$ cat src/rtl/pobn_pkg.sv
// Package: widths, state and command types and helpers for the polyline offset core
`default_nettype none
package pobn_pkg;
   localparam int CW     = 32;        // coordinate width
   localparam int FB     = 16;        // fraction bits
   localparam int NW     = FB + 2;    // signed unit normal width
   localparam int SW     = NW + 1;    // sum of two normals
   localparam int DW     = CW + 1;    // coordinate difference
   localparam int QW     = FB + 1;    // quotient width
   localparam int XW     = 2 * CW;    // square root working width
   localparam int PW     = CW + QW;   // offset product width
   localparam int CNT_W  = 5;
   localparam int SQRT_STEPS = CW;

   typedef enum logic [4:0] {
      ST_IDLE, ST_STORE, ST_LONE, ST_LOAD, ST_NORM, ST_SQA, ST_SQB, ST_SQRT,
      ST_DIVA_INIT, ST_DIVA, ST_DIVB_INIT, ST_DIVB, ST_FIN,
      ST_MULX, ST_ADDX, ST_MULY, ST_ADDY
   } state_type;

   typedef enum logic [4:0] {
      OP_NONE, OP_CAPTURE, OP_STORE, OP_LONE, OP_LOAD, OP_NORM, OP_SQA, OP_SQB,
      OP_SQRT, OP_DIV_INIT_A, OP_DIV_INIT_B, OP_DIV_STEP, OP_FIN,
      OP_MULX, OP_ADDX, OP_MULY, OP_ADDY
   } op_type;

   typedef enum logic [1:0] {
      EMIT_PREV_SEG, EMIT_PREV_SUM, EMIT_CUR_SEG
   } emit_type;

   typedef struct packed {
      op_type   op;
      logic     sum_pass;
      emit_type esel;
      logic     commit;
   } cmd_type;

   typedef struct packed {
      logic zero;
      logic norm_done;
      logic out_free;
   } status_type;

   // point +/- rounded (prod / 2^FB), saturated
   function automatic logic signed [CW-1:0] sat_add(input logic signed [CW-1:0] pt,
                                                     input logic [PW-1:0] prod,
                                                     input logic neg);
      logic [PW-1:0]        rnd;
      logic [PW-FB-1:0]     m;
      logic signed [CW+2:0] res;
      rnd = prod + PW'(1 << (FB - 1));
      m   = rnd[PW-1:FB];
      if (neg) res = {{3{pt[CW-1]}}, pt} - {{(CW+3-(PW-FB)){1'b0}}, m};
      else     res = {{3{pt[CW-1]}}, pt} + {{(CW+3-(PW-FB)){1'b0}}, m};
      if (res[CW+2:CW-1] == 4'b0000 || res[CW+2:CW-1] == 4'b1111)
         return res[CW-1:0];
      else if (res[CW+2])
         return {1'b1, {(CW-1){1'b0}}};
      else
         return {1'b0, {(CW-1){1'b1}}};
   endfunction
endpackage
`default_nettype wire

$ cat src/rtl/pobn_ctrl.sv
// Controller: sequences normal computation, averaging and result emission per point
`default_nettype none
module pobn_ctrl (
   input  wire logic                 clock,
   input  wire logic                 reset,
   input  wire logic                 req_valid,
   output logic                      req_ready,
   input  wire logic                 req_final_point,
   input  wire pobn_pkg::status_type status,
   output pobn_pkg::cmd_type         cmd
);
   import pobn_pkg::*;

   state_type        state_ff, state_in;
   logic [1:0]       ps_ff, ps_in;
   logic             fin_ff, fin_in, pass_ff, pass_in;
   emit_type         esel_ff, esel_in;
   logic [CNT_W-1:0] cnt_ff, cnt_in;

   always_ff @(posedge clock) begin
      if (reset) begin
         state_ff <= ST_IDLE;
         ps_ff    <= '0;
         fin_ff   <= 1'b0;
         pass_ff  <= 1'b0;
         esel_ff  <= EMIT_PREV_SEG;
         cnt_ff   <= '0;
      end else begin
         state_ff <= state_in;
         ps_ff    <= ps_in;
         fin_ff   <= fin_in;
         pass_ff  <= pass_in;
         esel_ff  <= esel_in;
         cnt_ff   <= cnt_in;
      end
   end

   always_comb begin
      state_in = state_ff;
      ps_in    = ps_ff;
      fin_in   = fin_ff;
      pass_in  = pass_ff;
      esel_in  = esel_ff;
      cnt_in   = cnt_ff;
      req_ready    = 1'b0;
      cmd.op       = OP_NONE;
      cmd.sum_pass = pass_ff;
      cmd.esel     = esel_ff;
      cmd.commit   = 1'b0;
      unique case (state_ff)
         ST_IDLE: begin
            req_ready = 1'b1;
            if (req_valid) begin
               cmd.op = OP_CAPTURE;
               fin_in = req_final_point;
               if (ps_ff == 2'd0) state_in = req_final_point ? ST_LONE : ST_STORE;
               else begin
                  pass_in  = 1'b0;
                  state_in = ST_LOAD;
               end
            end
         end
         ST_STORE: begin
            cmd.op   = OP_STORE;
            ps_in    = 2'd1;
            state_in = ST_IDLE;
         end
         ST_LONE: begin
            if (status.out_free) begin
               cmd.op   = OP_LONE;
               state_in = ST_IDLE;
            end
         end
         ST_LOAD: begin
            cmd.op   = OP_LOAD;
            state_in = ST_NORM;
         end
         ST_NORM: begin
            if (status.zero)           state_in = ST_FIN;
            else if (status.norm_done) state_in = ST_SQA;
            else                       cmd.op   = OP_NORM;
         end
         ST_SQA: begin
            cmd.op   = OP_SQA;
            state_in = ST_SQB;
         end
         ST_SQB: begin
            cmd.op   = OP_SQB;
            cnt_in   = CNT_W'(SQRT_STEPS - 1);
            state_in = ST_SQRT;
         end
         ST_SQRT: begin
            cmd.op = OP_SQRT;
            cnt_in = cnt_ff - 1'b1;
            if (cnt_ff == '0) state_in = ST_DIVA_INIT;
         end
         ST_DIVA_INIT: begin
            cmd.op   = OP_DIV_INIT_A;
            cnt_in   = CNT_W'(QW - 1);
            state_in = ST_DIVA;
         end
         ST_DIVA: begin
            cmd.op = OP_DIV_STEP;
            cnt_in = cnt_ff - 1'b1;
            if (cnt_ff == '0) state_in = ST_DIVB_INIT;
         end
         ST_DIVB_INIT: begin
            cmd.op   = OP_DIV_INIT_B;
            cnt_in   = CNT_W'(QW - 1);
            state_in = ST_DIVB;
         end
         ST_DIVB: begin
            cmd.op = OP_DIV_STEP;
            cnt_in = cnt_ff - 1'b1;
            if (cnt_ff == '0) state_in = ST_FIN;
         end
         ST_FIN: begin
            cmd.op = OP_FIN;
            if (pass_ff) begin
               esel_in  = EMIT_PREV_SUM;
               state_in = ST_MULX;
            end else if (ps_ff == 2'd1) begin
               esel_in  = EMIT_PREV_SEG;
               state_in = ST_MULX;
            end else begin
               pass_in  = 1'b1;
               state_in = ST_LOAD;
            end
         end
         ST_MULX: begin
            cmd.op   = OP_MULX;
            state_in = ST_ADDX;
         end
         ST_ADDX: begin
            cmd.op   = OP_ADDX;
            state_in = ST_MULY;
         end
         ST_MULY: begin
            cmd.op   = OP_MULY;
            state_in = ST_ADDY;
         end
         ST_ADDY: begin
            if (status.out_free) begin
               cmd.op = OP_ADDY;
               if (esel_ff == EMIT_CUR_SEG) begin
                  ps_in    = 2'd0;
                  state_in = ST_IDLE;
               end else if (fin_ff) begin
                  esel_in  = EMIT_CUR_SEG;
                  state_in = ST_MULX;
               end else begin
                  cmd.commit = 1'b1;
                  ps_in      = 2'd2;
                  state_in   = ST_IDLE;
               end
            end
         end
         default: state_in = ST_IDLE;
      endcase
   end
endmodule
`default_nettype wire

$ cat config.mk
export PLATFORM = sky130hd
export DESIGN_NAME = pobn_ctrl
export DESIGN_NICKNAME = d
export VERILOG_FILES = /design/src/rtl/pobn_pkg.sv /design/src/rtl/pobn_ctrl.sv
export SDC_FILE = /design/constraint.sdc
export NUM_CORES = 1
export LEC_CHECK = 0
export ABC_CLOCK_PERIOD_IN_PS = 1900
export BUFFER_PORTS_ARGS = -buffer_cell sky130_fd_sc_hd__buf_2
export CAP_MARGIN = 20
export CORE_MARGIN = 4
export CORE_UTILIZATION = 52
export DETAILED_ROUTE_END_ITERATION = 10
export GPL_TIMING_DRIVEN = 0
export PLACE_DENSITY_LB_ADDON = 0.1
export SLEW_MARGIN = 20
export SYNTH_ARGS = -nofsm -noshare
export SYNTH_HDL_FRONTEND = slang
export SYNTH_SLANG_ARGS = --single-unit
$ cat constraint.sdc
create_clock -name clock -period 1.9 [get_ports clock]
set_input_delay 0.095 -clock clock [delete_from_list [all_inputs] [get_ports clock]]
set_output_delay 0.095 -clock clock [all_outputs]
set_load 0.005 [all_outputs]
Yosys cells after proc, flatten, opt, wreduce, memory -nomap -nowiden
Index checks and enable logic that the tools add are counted.
- $add $sub $neg: 1
- equality and inequality tests: 30
- muxes and demuxes: 42
- reduce and logical (&&, ||, !) cells: 15
- operators with widths (operator ; number):
    one-hot mux 5 bit (16 select lines) ; 2
    two-way mux 5 bit ; 9
    == test 5 x 4 -> 1 bit, second input constant ; 8
    two-way mux 2 bit ; 11
    == test 5 x 3 -> 1 bit, second input constant ; 4
    != test 2 bit, second input constant ; 9
    two-way mux 4 bit ; 4
    one-hot mux 5 bit (3 select lines) ; 1
    == test 5 x 2 -> 1 bit, second input constant ; 2
    zero test 5 bit ; 2
    two-way mux 1 bit ; 10
    != test 3 bit, second input constant ; 3
    one-hot mux 2 bit (2 select lines) ; 2
    AND reduction 7 bit ; 1
    two-way mux 3 bit ; 2
    AND reduction 3 bit ; 2
    nonzero test 2 bit ; 3
    == test 5 x 1 -> 1 bit, second input constant ; 1
    == test 5 bit, second input constant ; 1
    AND reduction 5 bit ; 1
    subtractor 5 x 1 -> 5 bit, second input constant ; 1
    OR reduction 2 bit ; 2
    nonzero test 3 bit ; 1
    OR reduction 3 bit ; 1
    5 further kinds ; 5
- register bits after elaboration: 16
- input bits: 7
- output and inout port bits: 10
- logic and storage cells: 94

Longest topological paths before layout
Gate-level depths: netlist of run 1.
- word-level depth: 4
- gate-level depth with buffers: 7

Worst setup path before layout of run 1
OpenSTA, ideal clock, no wires.
- path type: register -> register
- start: register cnt_ff[0]
- end: register state_ff[2]
- library setup time: 0.115 ns
- data arrival time: 1.459 ns
- setup slack: 0.326 ns
- cell stages (with the launch flop): 8
- path through: dfxtp_1 > inv_1 > ha_1 > nor2b_1 > a221o_1 > o2111a_2 > o31a_1 > o21ba_1
- cells in the longest elaborated chain, start to end: 3
- elaborated cells on any way between the ends: 5
- those cells by class: 3 x eq/ne; 2 x reduce/logical
- RTL lines (what ; RTL line ; text):
    start: declaration ; pobn_ctrl.sv:18 ; logic [CNT_W-1:0] cnt_ff, cnt_in;
    start signal: assignment ; pobn_ctrl.sv:34 ; cnt_ff <= cnt_in;
    zero test 5 bit (*) ; pobn_ctrl.sv:95, pobn_ctrl.sv:105, pobn_ctrl.sv:115 ;
    != test 2 bit (no line) ; n/a ;
    AND reduction 7 bit (no line) (*) ; n/a ;
    end signal: assignment ; pobn_ctrl.sv:29 ; state_ff <= state_in;
    end: declaration ; pobn_ctrl.sv:14 ; state_type state_ff, state_in;
Mark *: on every way between the ends. The rest lies on a longest branch, timed or not.
A chain may end at the register's enable or synchronous reset.

==> impl_metrics.ini, run 1 <==
[status]
outcome = finished, final reports clean

[placed_design]
dp_cells = 209
gp_congestion = 0.907
pre_cts_slack_ns = 0.176
portBuffers = 16
placed_area_sq_mm = 0.00136
hpwl_um = 2270

[global_routing]
grt_pass1_wl_um = 5150
antenna_found_initial = 0
overflow = 0
grt_busiest_layer = met2
grt_max_degree = 11
grtUsageMet3_pct = 3.22
grt_pass1_vias = 1155
grt_usage_pct = 19.7
use_met1_pct = 25.5
grt_use_met2_pct = 33.0

[worst_setup_path]
cp-startpoint = state_ff[1]
reg2reg_slack_ns = 0.14
cp_slowest_stage_delay_ns = 0.32
crit_type = reg -> out
path_cells = buf_4 -> buf_4 -> inv_1 -> nor3_1 -> a21oi_1 -> o21a_1 -> o21ai_1 -> buf_2
cp-start-kind = register
cp_common_cell = buf_4
r2r_end = esel_ff[0]
reg2reg_from = state_ff[1]
slowest_stage = dfxtp_1
required_ns = 1.80
crit_fanout = 10
r2r_cells = 7
crit_arrival_ns = 1.69
endpoint = cmd[4]
end_kind = output port

[timing]
slew_headroom_pct = 64.7
clock-skew-final_ns = 0.00328
tightest_slew_ns = 0.529
tns_ns = 0
drv_slew = 0
max_freq_ghz = 0.561
period_share_pct = 93.8
hold_violations = 0
fin_crit_ns = 1.78
rsz0062_at_grt = false
setup_ws_ns = 0.118
setup_viol = 0

[cts]
htreeDepth = 1
cts.path.max_buffers = 2
cts_sinks = 16
cts_buffers = 3
cts_hold_buffers = 0
tritoncts = done
clk_latency_ns = 0.29
cts_root_buffer = clkbuf_4
clk_pin_slew_worst_paths_ns = 0.09

[synth]
yosysUniqueCellTypes = 47
seq_area_frac_synth_pct = 25.8
synth_edf_count = 0
syn_inst = 165
synth_area_sq_mm = 0.00124
syn_nets = 174
synth_warnings = 0
syn_avg_cell_area_sq_um = 7.51
async_flop_share_pct = 0
ys_ff_latch = 16
ys.flop_type = dfxtp_1

[detailed_routing]
vias = 1224
routedWlPerCell_um = 14.3
drt_first_pass_iters = 4
postRouteAntennaNets = 0
vias_per_cell = 5.80
drt_iter0_drc = 31
wl_um = 3030
drc = 0

[power_and_ir_drop]
cellLeakagePower_nw = 0.589
cellPowerDensity_mw_per_mm2 = 957
ir_worst_vdd_mv = 0.644

[floorplanning]
initial_utilization_pct = 55.5
rows = 17
core_sq_mm = 0.00223
fp.dieW_um = 56.8
die-area_sq_mm = 0.00323
io_pins = 17
die_h_um = 56.8

[worst_hold_path]
hold_path_class = in -> reg

[layout]
n_fill_cell = 216
final_nets = 194
layout.area.seq_sq_um = 322
drive_above_1_share_pct = 20.8
layoutNonFillerInstCount = 211
syn_to_final_growth_pct = 11.4
n_antenna_cell = 0
multi_input_area_sq_um = 817
fin_util_pct = 61.8
stdcell_area_sq_mm = 0.00138

[job]
cap_viol_max_count = 0
## flip-flops by register name, indices dropped and copies added, names as in the netlist
signal and cells:
fin_ff 1, cnt_ff 5, ps_ff 2, state_ff 5, pass_ff 1, esel_ff 2
## timing repair
action	CTS	global route
endpoints found under the setup margin	1	3
setup buffers	0	0
gates resized for setup	1	5
gates cloned	0	0
## synth_stat cells (2+ instances only)
cell | n | share of area (%)
nor3_2 | 2 | 1.6
xor2_1 | 5 | 3.5
buf_2 | 4 | 1.6
a21oi_1 | 17 | 6.9
dfxtp_1 | 16 | 26
o21ba_1 | 2 | 1.6
o21a_1 | 2 | 1.2
nand3b_1 | 2 | 1.2
inv_1 | 6 | 1.8
nand2b_1 | 5 | 2.5
and3b_1 | 2 | 1.4
nor3_1 | 6 | 2.4
nand4b_1 | 2 | 1.4
clkbuf_1 | 4 | 1.2
buf_6 | 2 | 1.8
and2_1 | 2 | 1.0
ha_1 | 2 | 2.0
o21ai_0 | 7 | 2.8
or3_1 | 2 | 1.0
nor2_1 | 22 | 6.7
a21o_1 | 4 | 2.4
nor3b_1 | 2 | 1.2
a211oi_1 | 2 | 1.2
nand2_1 | 8 | 2.4
a22oi_1 | 2 | 1.2
nand3_1 | 7 | 2.8
buf_4 | 3 | 1.8
o31ai_1 | 3 | 1.8
nor2b_1 | 4 | 2.0
## through the flow
| step | power, mW | hold slack (ns) |
|---|---|---|
| after global placement | 1.12 | 0.368 |
| after detailed placement | 1.13 | 0.382 |
| final | 1.32 | 0.0779 |
| after CTS | 1.32 | 0.0741 |
| after global routing | 1.43 | 0.0689 |
| after floorplan | 0.963 | 0.165 |
## cell usage in the layout (no fill, tap or decap), drive strengths merged, types with 6 or more instances in the layout
cell type  count
a21oi         18
buf           24
clkbuf         7
dfxtp         16
inv            6
nand2          8
nand2b         6
nand3          8
nor2          22
nor3           8
o21ai          8
## worst max-delay path: cells and delay by family, from the launching register on
kind	cells	cell delay (ns)
DFF	1	0.32
AOI/OAI and AO/OA	3	0.37
and+or+nand+nor	1	0.17
buffers and inverters	4	0.55
## power breakdown
part | internal (mW) | switching (mW)
combinational | 0.315 | 0.402
sequential | 0.383 | 0.0446
clock | 0.0737 | 0.103
total | 0.772 | 0.550
## routing by layer
| layer | routed length (um) | vias to the layer above |
|---|---|---|
| met5 | 0 | - |
| met4 | 35 | 0 |
| met3 | 197 | 5 |
| met2 | 1370 | 45 |
| met1 | 1420 | 551 |
| li1 | - | 623 |
## how the worst min path moves through the flow
stage / startpoint / end / slack [ns] / cells after the start
finish: reset / pass_ff / 0.08 / 2
global placement: reset / pass_ff / 0.37 / 2
CTS: reset / pass_ff / 0.07 / 2
floorplan: reset / pass_ff / 0.16 / 1
global route: reset / pass_ff / 0.07 / 2
detailed placement: reset / pass_ff / 0.38 / 2
## kinds of logic (layout without fill, tap and decap cells)
kind of cell / Yosys count / in the layout / synth area share, %
AOI/OAI and AO/OA: 50 / 50 / 26.5
xor gates and xnor gates: 6 / 6 / 4.24
adders and majority gates: 2 / 2 / 2.02
DFF: 16 / 16 / 25.8
buffers and inverters: 19 / 37 / 8.27
and+or+nand+nor: 72 / 72 / 33.1
## cell type report
type	instances	area share, %
Sequential cell	16	23.3
Clock buffer	3	1.63
Buffer	12	5.98
Tap cell	28	2.54
Multi-Input combinational cell	130	59.1
Inverter	6	1.63
Timing Repair Buffer	16	5.80
Power figures use the tool's default switching activity.
==> run 2: changes to the inputs <==
--- a/config.mk
+++ b/config.mk
@@ -8,7 +8,7 @@
 export ABC_CLOCK_PERIOD_IN_PS = 1900
 export BUFFER_PORTS_ARGS = -buffer_cell sky130_fd_sc_hd__buf_2
 export CAP_MARGIN = 20
-export CORE_MARGIN = 4
+export CORE_MARGIN = 2
 export CORE_UTILIZATION = 52
 export DETAILED_ROUTE_END_ITERATION = 10
 export GPL_TIMING_DRIVEN = 0
==> constraint.sdc (replaced) <==
create_clock -name clock -period 1.9 [get_ports clock]
set_input_delay 0.19 -clock clock [delete_from_list [all_inputs] [get_ports clock]]
set_output_delay 0.19 -clock clock [all_outputs]
set_load 0.005 [all_outputs]
==> run 2 against run 1 <==
Net effect: utilization rose by 1.9 points; maximum frequency decreased by 1.3%; register-to-register slack improved by 0.05 ns; global-route usage up 5.3 points; non-clock buffer count is 1 lower; power rose by 6.4%; clock power is 27% higher; clock skew increased by 0.0012 ns; worst setup slack worse by 0.024 ns; highest routed layer unchanged.
==> impl_metrics.ini, run 2 (synthesized netlist as in run 1, its figures left out) <==
[worst_setup_path]
crit_arrival_ns = 1.62
crit_family = buffers and inverters
end_kind = output port
slowest_stage = dfxtp_2
cp_num_buf_inv = 3
crit_type = reg -> out
endpoint = cmd[4]
crit_fanout = 10
cp_slowest_stage_delay_ns = 0.40
required_ns = 1.71
cp-startpoint = state_ff[3]
cp-start-kind = register
r2r_cells = 6
r2r_end = state_ff[2]
reg2reg_slack_ns = 0.19
path_depth = 6
reg2reg_from = state_ff[2]
path_cells = clkbuf_4 -> clkbuf_4 -> o21ai_0 -> o21a_1 -> o21ai_0 -> buf_2

[power_and_ir_drop]
p_sw_mw = 0.566
internal_power_mw = 0.841
switching_share_pct = 40.2
combPwrFrac_pct = 53.0
ir_worst_vdd_mv = 0.714
pwr-share-clk_pct = 16.0
p_seq_share_pct = 31.0
cellLeakagePower_nw = 0.604
p_total_mw = 1.41
cellPowerDensity_mw_per_mm2 = 988

[global_routing]
use_met1_pct = 32.9
grt_usage_pct = 25.0
grt_busiest_layer = met2
grt_use_met2_pct = 42.7
grt_max_degree = 20
grtUsageMet3_pct = 1.71
overflow = 0
antenna_found_initial = 0
grt_pass1_wl_um = 5200
grt_pass1_vias = 1180

[timing]
clock-skew-final_ns = 0.00449
tns_ns = 0
fin_crit_ns = 1.81
hold_violations = 0
slew_headroom_pct = 65.1
drv_slew = 0
max_freq_ghz = 0.554
tightest_slew_ns = 0.523
setup_ws_ns = 0.0941
setup_viol = 0
period_share_pct = 95.0
rsz0062_at_grt = false

[detailed_routing]
wl_um = 2990
postRouteAntennaNets = 0
vias_per_cell = 5.97
vias = 1259
drc = 0
drt_iter0_drc = 38
drt_first_pass_iters = 4
routedWlPerCell_um = 14.2

[cts]
htreeDepth = 1
cts_hold_buffers = 0
cts_buffers = 3
clk_latency_ns = 0.28
tritoncts = done
clk_pin_slew_worst_paths_ns = 0.10
cts_root_buffer = clkbuf_4
cts.path.max_buffers = 2
cts_sinks = 16

[floorplanning]
initial_utilization_pct = 55.5
io_pins = 17
die_h_um = 52.8
die-area_sq_mm = 0.00279
rows = 17
core_sq_mm = 0.00223
fp.dieW_um = 52.8

[layout]
layout.area.seq_sq_um = 325
stdcell_area_sq_mm = 0.00142
syn_to_final_growth_pct = 14.8
n_fill_cell = 213
final_cell_mix = 22 x nor2_1, 18 x buf_2, 17 x a21oi_1
n_antenna_cell = 0
final_nets = 193
top_regs = cnt_ff: 5 flops, state_ff: 5 flops
drive_above_1_share_pct = 23.0
final_common_cell = nor2_1
layoutNonFillerInstCount = 211
multi_input_area_sq_um = 836

[status]
outcome = finished, final reports clean

[job]
cap_viol_max_count = 0

[placed_design]
hpwl_um = 2280
dp_cells = 209
pre_cts_slack_ns = 0.145
placed_area_sq_mm = 0.00136
gp_congestion = 0.938
portBuffers = 16

[worst_hold_path]
hold_path_class = in -> reg
==> run 2: cell counts in the layout (fill, tap and decap cells not counted) <==
Identical to the previous run, type by type.
==> run 2: final cells by class <==
type / instances / share of cell area (%)
buffer: 11 / 6.24
clock buffer: 4 / 2.55
inverter: 6 / 1.58
multi-input combinational: 130 / 58.7
sequential: 16 / 22.8
tap: 28 / 2.46
timing repair buffer: 16 / 5.62
==> run 2: metrics by stage <==
stage	util, %	hold slack [ns]
floorplan	-	0.260
finish	63.8	0.160
CTS	62.2	0.159
global route	63.8	0.176
detailed placement	60.7	0.465
global placement	60.7	0.460
==> run 2: routing by layer <==
metal  up-vias  part of all wire [%]
met5         -                     0
met2        55                    48
met1       577                    45
li1        621                     -
met3         6                   6.1
met4         0                   1.0
==> run 2: power by group through the flow <==
stage	combinational (mW)	sequential, mW	clock [mW]
2_1_floorplan	0.542	0.421	0
3_3_place_gp	0.682	0.432	0
3_5_place_dp	0.700	0.433	0
4_1_cts	0.705	0.426	0.229
5_1_grt	0.832	0.442	0.239
6_report	0.745	0.436	0.225
==> run 2: worst min-delay path by stage <==
| stage | from | to | slack, ns | depth (start not counted) |
|---|---|---|---|---|
| floorplan | reset | pass_ff | 0.26 | 1 |
| global placement | reset | pass_ff | 0.46 | 2 |
| detailed placement | reset | pass_ff | 0.46 | 2 |
| CTS | reset | pass_ff | 0.16 | 2 |
| global route | reset | pass_ff | 0.18 | 2 |
| finish | reset | pass_ff | 0.16 | 2 |
==> run 2: what timing repair did <==
item | in CTS | in global routing
pin swaps | 0 | 0
endpoints found under the setup margin | 2 | 5
resized for setup | 2 | 12
setup buffers | 0 | 0
==> run 3: changes to the inputs <==
--- a/config.mk
+++ b/config.mk
@@ -8,12 +8,13 @@
 export ABC_CLOCK_PERIOD_IN_PS = 1900
 export BUFFER_PORTS_ARGS = -buffer_cell sky130_fd_sc_hd__buf_2
 export CAP_MARGIN = 20
+export CELL_PAD_IN_SITES_DETAIL_PLACEMENT = 1
+export CELL_PAD_IN_SITES_GLOBAL_PLACEMENT = 2
 export CORE_MARGIN = 2
-export CORE_UTILIZATION = 52
+export CORE_UTILIZATION = 32
 export DETAILED_ROUTE_END_ITERATION = 10
 export GPL_TIMING_DRIVEN = 0
 export PLACE_DENSITY_LB_ADDON = 0.1
-export SLEW_MARGIN = 20
 export SYNTH_ARGS = -nofsm -noshare
 export SYNTH_HDL_FRONTEND = slang
 export SYNTH_SLANG_ARGS = --single-unit
==> run 3 against run 2 <==
Net effect: wire length is 23% higher; clock power is 16% higher; power is 3.3% higher; clock skew is 0.00053 ns higher; hold slack better by 0.058 ns; critical path type unchanged; global-route usage is 7.0 points lower; sequential cell count stayed put; cell area is 2.5% higher; combinational power is 2% higher.
==> impl_metrics.ini, run 3 (synthesized netlist as in run 1, its figures left out) <==
[layout]
syn_to_final_growth_pct = 17.7
fin_util_pct = 39.6
stdcell_area_sq_mm = 0.00146
final_nets = 194
top_regs = cnt_ff: 5 flops, state_ff: 5 flops
final_common_cell = nor2_1
drive_above_1_share_pct = 23.0
n_antenna_cell = 0
final_cell_mix = 22 x nor2_1, 17 x a21oi_1, 17 x buf_2

[timing]
fin_crit_ns = 1.77
setup_viol = 0
clock-skew-final_ns = 0.00502
max_freq_ghz = 0.566
rsz0062_at_grt = false
tns_ns = 0
period_share_pct = 93.0
setup_ws_ns = 0.134
tightest_slew_ns = 0.541
slew_headroom_pct = 63.9
drv_slew = 0
hold_violations = 0

[power_and_ir_drop]
cellLeakagePower_nw = 0.609
combPwrFrac_pct = 52.2
p_seq_share_pct = 29.8
p_total_mw = 1.45
cellPowerDensity_mw_per_mm2 = 995
ir_worst_vdd_mv = 0.350
p_sw_mw = 0.591
switching_share_pct = 40.7
internal_power_mw = 0.861
pwr-share-clk_pct = 18.0

[worst_setup_path]
cp-start-kind = register
end_kind = output port
reg2reg_slack_ns = 0.15
crit_arrival_ns = 1.58
crit_fanout = 10
required_ns = 1.71
crit_type = reg -> out

[floorplanning]
rows = 22
io_pins = 17
initial_utilization_pct = 33.6
die-area_sq_mm = 0.00439
fp.dieW_um = 66.2
core_sq_mm = 0.00369
die_h_um = 66.2

[detailed_routing]
routedWlPerCell_um = 16.0
drt_first_pass_iters = 4
wl_um = 3690
drt_iter0_drc = 43
wl_met1_um = 1820
vias = 1258
top_layer_used = met4
postRouteAntennaNets = 0
wl_met3_um = 69
drc = 0
vias_per_cell = 5.45
wl_met2_um = 1770

[job]
cap_viol_max_count = 0

[cts]
tritoncts = done
cts_root_buffer = clkbuf_8
clk_pin_slew_worst_paths_ns = 0.07
cts_resized = 1
clk_latency_ns = 0.25
cts_buffers = 3
cts.path.max_buffers = 2
cts_hold_buffers = 0
cts_sinks = 16
htreeDepth = 1
post-cts-setup-buffers = 0

[global_routing]
overflow = 0
grt_pass1_wl_um = 5980
grt_usage_pct = 18.0
grt_pass1_vias = 1227
antenna_found_initial = 0
grt_max_degree = 20

[placed_design]
portBuffers = 16
gp_congestion = 0.731
pre_cts_slack_ns = 0.115
hpwl_um = 2790
placed_area_sq_mm = 0.00138

[worst_hold_path]
hold_path_class = in -> reg

[status]
outcome = finished, final reports clean
run 3: power groups by stage:
| stage | Sequential, mW | Combinational [mW] | Clock, mW |
|---|---|---|---|
| 2_1_floorplan | 0.421 | 0.542 | 0 |
| 3_3_place_gp | 0.434 | 0.705 | 0 |
| 3_5_place_dp | 0.434 | 0.718 | 0 |
| 4_1_cts | 0.426 | 0.722 | 0.270 |
| 5_1_grt | 0.442 | 0.842 | 0.281 |
| 6_report | 0.433 | 0.758 | 0.262 |
run 3: area by class of cell:
cell class                 count  area, sq um
inverter                       6         22.5
multi-input combinational    130          836
sequential                    16          323
buffer                        12         96.3
tap                           48         60.1
timing repair buffer          16         80.1
clock buffer                   3         41.3
fill                         462         2230
run 3: routing by layer:
layer	global-route usage [%]	vias up
met5	0	-
met4	5.36	0
met3	2.04	2
met2	29.6	12
met1	24.5	621
li1	-	623
run 3: worst paths after layout:
path                            cells after the start   startpoint          end
worst max-delay path                                6  state_ff[3]       cmd[4]
worst min-delay path                                2        reset      pass_ff
worst max register to register                      6  state_ff[2]  state_ff[2]
worst min register to register                      2    cnt_ff[1]    cnt_ff[1]
run 3: critical path, stage by stage, from the launching register on:
cell	delay, ns
dfxtp_2	0.40
clkbuf_4	0.23
clkbuf_4	0.23
o21ai_0	0.11
o21a_1	0.11
o21ai_0	0.12
buf_2	0.13
run 3: through the flow:
stage               cells  hold WS [ns]
finish                231         0.218
global route          231         0.225
CTS                   231         0.215
detailed placement    229         0.483
global placement      229         0.465
floorplan             165         0.260
